--- src/rtl/core/cimh_pkg.sv ---
`timescale 1ns / 1ps
`default_nettype none

package cimh_pkg;

    typedef struct packed {
        logic [7:0] data_byte;
        logic [1:0] req_type;
        logic       buffer_end;
    } cimh_in_t;

    typedef struct packed {
        logic [2:0]  result_kind;
        logic [31:0] result_value;
    } cimh_out_t;

    localparam logic [1:0] REQ_PARAM  = 2'd0;
    localparam logic [1:0] REQ_NUMBER = 2'd1;
    localparam logic [1:0] REQ_MAP    = 2'd2;

    localparam logic [2:0] KIND_PARAM   = 3'd0;
    localparam logic [2:0] KIND_NUMBER  = 3'd1;
    localparam logic [2:0] KIND_MAP     = 3'd2;
    localparam logic [2:0] KIND_UNKNOWN = 3'd3;
    localparam logic [2:0] KIND_TRUNC   = 3'd4;
    localparam logic [2:0] KIND_NOTMAP  = 3'd5;

    localparam logic [7:0] HDR_UINT0 = 8'h00;
    localparam logic [7:0] HDR_UINT1 = 8'h01;
    localparam logic [7:0] HDR_U8    = 8'h18;
    localparam logic [7:0] HDR_U16   = 8'h19;
    localparam logic [7:0] HDR_U32   = 8'h1A;
    localparam logic [7:0] HDR_N8    = 8'h38;
    localparam logic [7:0] HDR_N16   = 8'h39;
    localparam logic [7:0] HDR_N32   = 8'h3A;

    localparam logic [2:0] MAJOR_MAP     = 3'd5;
    localparam logic [4:0] MAP_MINOR_MAX = 5'd24;

endpackage

`default_nettype wire

--- src/rtl/core/cbor_integer_map_header_parser_unit.sv ---
// Output: a result appears in the result register in the cycle after the byte that causes it.
// Throughput: one byte per cycle; a byte is taken whenever the result register is empty
// or is being drained in the same cycle.
// Reset (aresetn low, synchronous): the decoder waits for a header byte, the accumulator
// and sign flag are cleared, and no result is pending.
`timescale 1ns / 1ps
`default_nettype none

module cbor_integer_map_header_parser_unit
    import cimh_pkg::*;
(
    input  wire logic      aclk,
    input  wire logic      aresetn,
    input  wire logic      s_valid,
    output logic           s_ready,
    input  wire cimh_in_t  s_item,
    output logic           m_valid,
    input  wire logic      m_ready,
    output cimh_out_t      m_item
);

    logic [2:0]  bytes_left_reg, bytes_left_next;
    logic [31:0] acc_reg, acc_next;
    logic        neg_reg, neg_next;
    logic        m_valid_reg, m_valid_next;
    cimh_out_t   m_item_reg, m_item_next;

    logic        s_fire;
    logic        emit;
    cimh_out_t   res;
    logic [31:0] shifted;
    logic [2:0]  need;
    logic        is_num_hdr;

    assign s_ready = !m_valid_reg || m_ready;
    assign s_fire  = s_valid && s_ready;
    assign m_valid = m_valid_reg;
    assign m_item  = m_item_reg;
    assign shifted = {acc_reg[23:0], s_item.data_byte};

    always_comb begin
        need       = 3'd0;
        is_num_hdr = 1'b0;
        unique case (s_item.data_byte)
            HDR_U8, HDR_N8: begin
                need       = 3'd1;
                is_num_hdr = 1'b1;
            end
            HDR_U16, HDR_N16: begin
                need       = 3'd2;
                is_num_hdr = 1'b1;
            end
            HDR_U32, HDR_N32: begin
                need       = 3'd4;
                is_num_hdr = 1'b1;
            end
            default: begin
                need       = 3'd0;
                is_num_hdr = 1'b0;
            end
        endcase
    end

    always_comb begin
        bytes_left_next = bytes_left_reg;
        acc_next        = acc_reg;
        neg_next        = neg_reg;
        emit            = 1'b0;
        res.result_kind  = KIND_PARAM;
        res.result_value = {24'd0, s_item.data_byte};

        if (bytes_left_reg != 3'd0) begin
            acc_next        = shifted;
            bytes_left_next = bytes_left_reg - 3'd1;
            if (bytes_left_reg == 3'd1) begin
                emit             = 1'b1;
                res.result_kind  = KIND_NUMBER;
                res.result_value = neg_reg ? ~shifted : shifted;
                acc_next         = 32'd0;
                neg_next         = 1'b0;
            end else if (s_item.buffer_end) begin
                emit             = 1'b1;
                res.result_kind  = KIND_TRUNC;
                res.result_value = 32'd0;
                bytes_left_next  = 3'd0;
                acc_next         = 32'd0;
                neg_next         = 1'b0;
            end
        end else begin
            emit = 1'b1;
            priority if (s_item.req_type == REQ_PARAM) begin
                res.result_kind = KIND_PARAM;
            end else if (s_item.req_type == REQ_MAP) begin
                if (s_item.data_byte[7:5] == MAJOR_MAP &&
                    s_item.data_byte[4:0] < MAP_MINOR_MAX) begin
                    res.result_kind  = KIND_MAP;
                    res.result_value = {27'd0, s_item.data_byte[4:0]};
                end else begin
                    res.result_kind = KIND_NOTMAP;
                end
            end else if (s_item.req_type != REQ_NUMBER) begin
                res.result_kind = KIND_UNKNOWN;
            end else if (s_item.data_byte == HDR_UINT0 || s_item.data_byte == HDR_UINT1) begin
                res.result_kind = KIND_NUMBER;
            end else if (!is_num_hdr) begin
                res.result_kind = KIND_UNKNOWN;
            end else if (s_item.buffer_end) begin
                res.result_kind  = KIND_TRUNC;
                res.result_value = 32'd0;
            end else begin
                emit            = 1'b0;
                bytes_left_next = need;
                acc_next        = 32'd0;
                neg_next        = s_item.data_byte[5];
            end
        end
    end

    always_comb begin
        m_valid_next = m_valid_reg;
        m_item_next  = m_item_reg;
        if (m_valid_reg && m_ready) begin
            m_valid_next = 1'b0;
        end
        if (s_fire && emit) begin
            m_valid_next = 1'b1;
            m_item_next  = res;
        end
    end

    always_ff @(posedge aclk) begin
        if (!aresetn) begin
            bytes_left_reg <= 3'd0;
            acc_reg        <= 32'd0;
            neg_reg        <= 1'b0;
            m_valid_reg    <= 1'b0;
        end else begin
            if (s_fire) begin
                bytes_left_reg <= bytes_left_next;
                acc_reg        <= acc_next;
                neg_reg        <= neg_next;
            end
            m_valid_reg <= m_valid_next;
        end
    end

    always_ff @(posedge aclk) begin
        m_item_reg <= m_item_next;
    end

`ifndef NO_ASSERTIONS
    a_count_range: assert property (@(posedge aclk) disable iff (!aresetn)
        bytes_left_reg <= 3'd4)
        else $error("payload count out of range");

    a_end_goes_idle: assert property (@(posedge aclk) disable iff (!aresetn)
        (s_fire && s_item.buffer_end) |=> (bytes_left_reg == 3'd0))
        else $error("decoder not idle after last byte of buffer");

    a_mid_payload_silent: assert property (@(posedge aclk) disable iff (!aresetn)
        (s_fire && bytes_left_reg > 3'd1 && !s_item.buffer_end) |=> !m_valid_reg)
        else $error("result produced in the middle of a payload");

    a_kind_range: assert property (@(posedge aclk) disable iff (!aresetn)
        m_valid_reg |-> (m_item_reg.result_kind <= KIND_NOTMAP))
        else $error("result kind out of range");

    a_header_result: assert property (@(posedge aclk) disable iff (!aresetn)
        (s_fire && bytes_left_reg == 3'd0 && s_item.req_type != REQ_NUMBER) |=> m_valid_reg)
        else $error("header byte gave no result");
`endif

endmodule

`default_nettype wire
--- config.mk ---
export PLATFORM = sky130hd
export DESIGN_NAME = cbor_integer_map_header_parser_unit
export DESIGN_NICKNAME = d
export VERILOG_FILES = /design/src/rtl/core/cimh_pkg.sv /design/src/rtl/core/cbor_integer_map_header_parser_unit.sv
export SDC_FILE = /design/constraint.sdc
export NUM_CORES = 1
export LEC_CHECK = 0
export BUFFER_PORTS_ARGS = -buffer_cell sky130_fd_sc_hd__buf_2
export CAP_MARGIN = 10
export CORE_MARGIN = 2
export CORE_UTILIZATION = 23
export DETAILED_ROUTE_END_ITERATION = 10
export GPL_TIMING_DRIVEN = 0
export SETUP_SLACK_MARGIN = 0.3
export SLEW_MARGIN = 40
export SYNTH_ARGS = -nofsm -noshare
export SYNTH_HDL_FRONTEND = slang
export SYNTH_SLANG_ARGS = --single-unit
--- constraint.sdc ---
create_clock -name aclk -period 5.6 [get_ports aclk]
set_input_delay 0.56 -clock aclk [delete_from_list [all_inputs] [get_ports aclk]]
set_output_delay 0.56 -clock aclk [all_outputs]
set_load 0.05 [all_outputs]
# Word-level counts from Yosys, hierarchy flattened
# Index checks and enable logic that the tools add are counted.
[classes]
mux = 54
mul = 0
eq_ne = 17
n_reduce_logical = 18
add_sub_neg = 1
shift = 0
n_div = 0
bitwise_logic = 1
magnitude_cmp = 1
[ops]
columns = ["op", "count"]
rows = [
  ["$mux W24", 9],
  ["$mux W32", 5],
  ["$mux W35", 4],
  ["$mux W3", 14],
  ["$not A32 Y32", 1],
  ["$eq A8 B5 Y1 const B", 3],
  ["$eq A8 B6 Y1 const B", 3],
  ["$mux W1", 20],
  ["$pmux W3 S3", 1],
  ["$eq A8 B1 Y1 const B", 1],
  ["$logic_not A8 Y1", 1],
  ["$mux W8", 1],
  ["$ne A2 B2 Y1 const B", 4],
  ["$reduce_and A8 Y1", 1],
  ["$reduce_and A7 Y1", 1],
  ["$reduce_or A2 Y1", 3],
  ["$reduce_or A6 Y1", 1],
  ["$lt A5 B5 Y1 const B", 1],
  ["$logic_and A1 B1 Y1", 4],
  ["$ne A2 B1 Y1 const B", 2],
  ["$reduce_bool A2 Y1", 2],
  ["$eq A3 B1 Y1 const B", 1],
  ["$eq A3 B3 Y1 const B", 1],
  ["$ne A3 B2 Y1 const B", 1],
  ["other kinds (6)", 7],
]
[word_totals]
mem_count = 0
latch_bits = 0
ramBits = 0
regBits = 64
romBits = 0
wordCells = 98
out_inout_bits = 37

# Logic depth before layout (Yosys ltp)
# Gate-level depths: netlist (run 1).
[logic_depth]
depth_word = 11
mapped_depth = 9

# Worst setup path before layout (run 1)
# Ideal clock, no wire load.
[synth_path]
path_type = "input -> register"
startpoint = "in m_ready"
endpoint = "reg m_item_reg, in the netlist m_item[0] (enable)"
required_ns = 5.129
slack_ns = 1.418
arrival_time_ns = 3.711
path_buffers = 0
stages = 4
setup_ns = 0.471
cell_sequence = "and2b_1 > inv_1 > nand2_1 > nor3_1"
[synth_via]
elab_chain_cells = 3
[synth_rtl]
columns = ["item", "line", "rtl"]
rows = [
  ["start, declared", "cbor_integer_map_header_parser_unit.sv:18", "input wire logic m_ready,"],
  ["$logic_or A1 B1 Y1", "cbor_integer_map_header_parser_unit.sv:35", "assign s_ready = !m_valid_reg || m_ready;"],
  ["named net s_ready", "cbor_integer_map_header_parser_unit.sv:15", "output logic s_ready,"],
  ["$logic_and A1 B1 Y1", "cbor_integer_map_header_parser_unit.sv:36", "assign s_fire = s_valid && s_ready;"],
  ["$logic_and A1 B1 Y1", "cbor_integer_map_header_parser_unit.sv:125", "if (s_fire && emit) begin"],
  ["end signal, assigned", "cbor_integer_map_header_parser_unit.sv:148", "m_item_reg <= m_item_next;"],
  ["end, declared", "cbor_integer_map_header_parser_unit.sv:26", "cimh_out_t m_item_reg, m_item_next;"],
]
# The timed path passes the listed nets, and every way through them passes these cells.
# A chain may end at the register's enable or synchronous reset.

# Worst setup path after layout (run 1)
[layout_path]
startpoint = "reg bytes_left_reg[0]"
endpoint = "reg m_item_reg, in the netlist m_item[28] (enable)"
[layout_via]
elab_chain_cells = 4
[layout_rtl]
columns = ["item", "line", "rtl"]
rows = [
  ["start, declared", "cbor_integer_map_header_parser_unit.sv:22", "logic [2:0] bytes_left_reg, bytes_left_next;"],
  ["start signal, assigned", "cbor_integer_map_header_parser_unit.sv:139", "bytes_left_reg <= bytes_left_next;"],
  ["$eq A3 B1 Y1", "cbor_integer_map_header_parser_unit.sv:75", "if (bytes_left_reg == 3'd1) begin"],
  ["$mux W1", "cbor_integer_map_header_parser_unit.sv:75", ""],
  ["$mux W1 (*)", "cbor_integer_map_header_parser_unit.sv:72", "if (bytes_left_reg != 3'd0) begin"],
  ["$logic_and A1 B1 Y1 (*)", "cbor_integer_map_header_parser_unit.sv:125", ""],
]
# Every way passes the cells marked *; elsewhere a longest branch is shown, timed or not.

==> results of run 1 <==
[kinds of logic (layout without fill, tap and decap cells)]
kind of cell | Yosys count | count (layout) | synth area share
simple gates | 125 | 125 | 0.195
compound gates | 64 | 64 | 0.144
flops | 64 | 64 | 0.539
buf+inv | 27 | 95 | 0.0401
xor+xnor | 24 | 24 | 0.0694
fa+ha+maj | 3 | 3 | 0.0124
[cell usage in the layout, fill, tap and decap left out, types with 9 or more instances in the layout]
master	n
a21oi_1	16
nor2_1	35
buf_2	58
nand3_1	25
clkbuf_1	9
xnor2_1	24
nand2_1	37
a21boi_0	13
edfxtp_1	35
a21boi_1	11
clkbuf_16	9
dfxtp_1	29
[how the worst max path moves through the flow]
stage	from	to	depth (start not counted)
after CTS	bytes_left_reg[0]	m_item[28]	10
after global placement	s_item[8]	m_item[28]	5
after global routing	bytes_left_reg[0]	m_item[26]	10
after floorplan	m_ready	m_item[0]	4
final	bytes_left_reg[0]	m_item[28]	10
after detailed placement	s_item[8]	m_item[28]	8
[critical path, cell delays in order, from the launching register on]
cell and delay (ns):
dfxtp_1 0.33, inv_1 0.09, ha_1 0.25, o21bai_1 0.12
nor2b_1 0.14, buf_2 0.17, buf_1 0.24, nor3_2 0.49
buf_2 0.32, buf_2 0.25, buf_2 0.25
[power groups by stage]
stage	Clock, mW	Combinational (mW)	Sequential (mW)
after floorplan	0	0.260	0.820
after global placement	0	0.595	0.621
after detailed placement	0	0.610	0.616
after CTS	0.536	0.613	0.606
after global routing	0.556	0.661	0.612
final	0.524	0.613	0.604
[layout make-up]
cell class	instances	area, um^2	share of cell area
Tap cell	172	215	0.0567
Clock inverter	6	42.5	0.0112
Inverter	6	22.5	0.00594
Sequential cell	64	1630	0.430
Timing Repair Buffer	52	263	0.0693
Clock buffer	10	239	0.0630
Multi-Input combinational cell	216	1280	0.338
Buffer	21	98.8	0.0261
[through the flow]
| stage | cells | hold WS (ns) | area, um^2 |
|---|---|---|---|
| floorplan | 307 | 0.444 | 3030 |
| finish | 547 | 0.464 | 3790 |
| detailed placement | 531 | 0.459 | 3510 |
| global placement | 527 | 0.454 | 3480 |
| global route | 547 | 0.485 | 3790 |
| CTS | 547 | 0.466 | 3790 |
[per-layer routing]
metal / routed length, um / share of wire / vias to the layer above
li1: - / - / 1195
met1: 3130 / 0.44 / 1097
met2: 3470 / 0.49 / 59
met3: 278 / 0.039 / 19
met4: 232 / 0.033 / 0
met5: 0 / 0 / -
==> impl_metrics.ini, run 1 <==
[setup_path]
r2r_slack_ns = 2.63
cp_data_required_time_ns = 5.64
timing.rr.end = m_item[28]
r2r_start = bytes_left_reg[0]
rr_worst_depth = 10
crit_path_end_kind = register
path_class = reg -> reg
arrival_ns = 3.01
path_max_fanout = 10
critPathLaunchType = register

[timing]
finalHoldViolCount = 0
slew_viol_final = 0
slew_headroom = 0.552
finalSetupViolCount = 0
skew_ns = 0.00880
period_share = 0.531
min_period_ns = 2.97
worst_slack_ns = 2.63
rsz0062_at_grt = no
fin_tns_setup_ns = 0
timing.fmax_mhz = 336
tightestPinTransition_ns = 0.672

[cts]
cts-root-buf = clkbuf_16
numCtsBuffers = 9
clk_latency_ns = 0.34
clkTransAtPathRegs_ns = 0.06
cts_setup_buffers = 0
ctsHoldBuffers = 0
cts_max_path_buffers = 2
cts_max_level = 3
cts_tree = done
cts-resized-gates = 0
cts.sinks = 64

[floorplanning]
pin_count = 52
die-area_mm2 = 0.0141
coreArea_mm2 = 0.0127
die_h_um = 119
die_w_um = 119
floorplan.initialDensity = 0.238
fp-row-count = 41

[cells_and_area]
fin_nets = 388
n_antenna_cell = 0
largest_reg_flops = 35
drive_above_1_share = 0.221
postLayoutCoreUtil = 0.298
fillers = 1373
syn2layout_area_growth_pct = 25.2

[synth]
ys_seq_area_frac = 0.539
netlist_area_mm2 = 0.00303
synth_cell_type_count = 44
ys.flop_type = edfxtp_1
synth_warnings = 0
synth_area_per_cell_um2 = 9.87
synth-seq-cells = 64
synth_nets = 325
synth_area_leaders = edfxtp_1, dfxtp_1, xnor2_1
synthCells = 307
synth.largest_area_cell = edfxtp_1
synthArstFlopShare = 0
synth_top_area_frac = 0.347
synth.most_common_cell = nand2_1
synthTopCellsByCount = nand2_1, edfxtp_1, nor2_1, dfxtp_1, nand3_1
synth_edf_count = 35

[global_route]
grt-ovfl-total = 0
grt_use_met3 = 0.0352
first_global_vias = 2461
antenna_found_initial = 0
met1_usage = 0.118
met2_usage = 0.176
grt.total_usage = 0.105
grt_pass1_wl_um = 11700
busiest_layer = met2
grt_max_degree = 13

[power_and_ir_drop]
intPower_mw = 1.05
pwr_density_cell_mw_per_mm2 = 459
p_sw_frac = 0.399
p_switching_uw = 695
pwr-share-clk = 0.301
p_leak_nw = 1.33
power.share.combinational = 0.352
p_seq_frac = 0.347
finalPower_mw = 1.74
vdd_drop_max_mv = 0.176

[job]
max_cap_violations = 0

[detailed_routing]
routed_wl_um = 7100
drc = 0
drt_pass1_iterations = 4
dr_total_vias = 2370
drtIter0Drc = 145
vias_per_cell = 4.33
detail-route-antenna-nets = 0
wire_per_inst_um = 13.0

[placed_design]
pre_cts_slack_ns = 2.57
port_buffers = 48
gp_congestion = 0.906
dp_hpwl_um = 5180

[outcome]
status = finished clean

[min_path]
min_path_cells = 2
hold_start = acc_reg[23]
holdPathEnd = acc_reg[23]
hp-class = reg -> reg
No activity file was read; power rests on OpenSTA's default activity.
==> run 2, diff against run 1 <==
==> constraint.sdc (replaced) <==
create_clock -name aclk -period 3.1 [get_ports aclk]
set_input_delay 0.31 -clock aclk [delete_from_list [all_inputs] [get_ports aclk]]
set_output_delay 0.31 -clock aclk [all_outputs]
set_load 0.05 [all_outputs]
==> impl_metrics.ini, run 2 (same netlist as run 1, synthesis figures left out) <==
[outcome]
status = finished clean

[timing]
fin_tns_setup_ns = 0
period_share = 0.763
slew_headroom = 0.537
min_period_ns = 2.36
slew_viol_final = 0
skew_ns = 0.00458
finalHoldViolCount = 0
finalSetupViolCount = 0
rsz0062_at_grt = no
tightestPinTransition_ns = 0.694
timing.fmax_mhz = 423

[setup_path]
worstSetupStartpoint = bytes_left_reg[0]
timing.rr.end = m_item[24]
r2r_start = bytes_left_reg[0]
arrival_ns = 2.45
r2r_slack_ns = 0.74
crit_path_end_kind = register
path_max_fanout = 13
cp_data_required_time_ns = 3.19
rr_worst_depth = 9
critPathLaunchType = register
setup.worst_path.end = m_item[24]
path_class = reg -> reg

[cells_and_area]
drive_above_1_share = 0.211
multi_input_area_mm2 = 0.00129
final_common_cell = buf_2
fin_nets = 387
final_cell_mix = buf_2, nand2_1, nor2_1, edfxtp_1, dfxtp_1
n_antenna_cell = 0
seq_area_mm2 = 0.00163
fillers = 1348
postLayoutCoreUtil = 0.300
largest_reg_flops = 35
syn2layout_area_growth_pct = 25.9
stdcell_count = 546

[floorplanning]
pin_count = 52
die-area_mm2 = 0.0141
floorplan.initialDensity = 0.238
die_h_um = 119
die_w_um = 119
coreArea_mm2 = 0.0127
fp-row-count = 41

[placed_design]
dp_hpwl_um = 5220
gp_congestion = 0.893
dp_cells = 529
port_buffers = 48

[power_and_ir_drop]
vdd_drop_max_mv = 0.311
p_leak_nw = 1.33
pwr_density_cell_mw_per_mm2 = 838
finalPower_mw = 3.20

[global_route]
grt.total_usage = 0.109
grt-ovfl-total = 0
first_global_vias = 2466
antenna_found_initial = 0
grt_pass1_wl_um = 12300
grt_max_degree = 14

[detailed_routing]
drtIter0Drc = 163
wire_per_inst_um = 13.3
routed_wl_um = 7270
drt_pass1_iterations = 4
dr_total_vias = 2383
drc = 0
detail-route-antenna-nets = 0
vias_per_cell = 4.36

[cts]
clk_latency_ns = 0.33
ctsHoldBuffers = 0
cts_tree = done
cts_max_level = 3
cts-root-buf = clkbuf_16
cts-resized-gates = 0
numCtsBuffers = 9
cts_setup_buffers = 0
cts.sinks = 64
cts_max_path_buffers = 2
clkTransAtPathRegs_ns = 0.06

[min_path]
hp-class = in -> reg
hold_start = s_valid

[job]
max_cap_violations = 0
-- run 2: metal layers --
| metal | track usage | vias up | wire length [um] |
|---|---|---|---|
| li1 | - | 1195 | - |
| met1 | 0.130 | 1117 | 3150 |
| met2 | 0.183 | 60 | 3590 |
| met3 | 0.0285 | 11 | 394 |
| met4 | 0.0521 | 0 | 136 |
| met5 | 0 | - | 0 |
-- run 2: worst max-delay path: stages (launching register included) --
cell	delay, ns
dfxtp_1	0.33
inv_1	0.08
ha_1	0.24
nor2b_1	0.15
clkbuf_1	0.36
o21ai_0	0.17
nor3_1	0.35
nor3_4	0.10
buf_6	0.17
buf_6	0.16
-- run 2: how the worst min path moves through the flow --
| stage | endpoint | slack (ns) | cells after the start |
|---|---|---|---|
| 4_1_cts | m_valid | 0.27 | 3 |
| 5_1_grt | m_valid | 0.29 | 3 |
| 3_3_place_gp | acc_reg[23] | 0.46 | 2 |
| 3_5_place_dp | acc_reg[23] | 0.47 | 2 |
| 6_report | m_valid | 0.28 | 3 |
| 2_1_floorplan | acc_reg[16] | 0.44 | 2 |
-- run 2: stage by stage --
step / instance area, um^2 / hold slack (ns) / setup WS [ns]
finish: 3810 / 0.282 / 0.736
CTS: 3810 / 0.270 / 0.429
detailed placement: 3520 / 0.466 / 0.433
floorplan: 3040 / 0.444 / 0.478
global route: 3810 / 0.294 / 0.433
global placement: 3500 / 0.456 / 0.159
-- run 2: layout make-up --
cell class,instances,share of cell area
plain buffers,21,0.0259
clock buffers,10,0.0600
clock inverters,6,0.0154
inverters,6,0.00591
multi-input cells,216,0.338
flip-flops and latches,64,0.428
well taps,172,0.0564
repair buffers,51,0.0709
-- run 2: where the power goes --
| part | internal [mW] | switching [mW] | leakage (nW) |
|---|---|---|---|
| combinational | 0.281 | 0.838 | 0.615 |
| sequential | 1.05 | 0.0395 | 0.582 |
| clock | 0.618 | 0.367 | 0.138 |
| total | 1.95 | 1.24 | 1.33 |
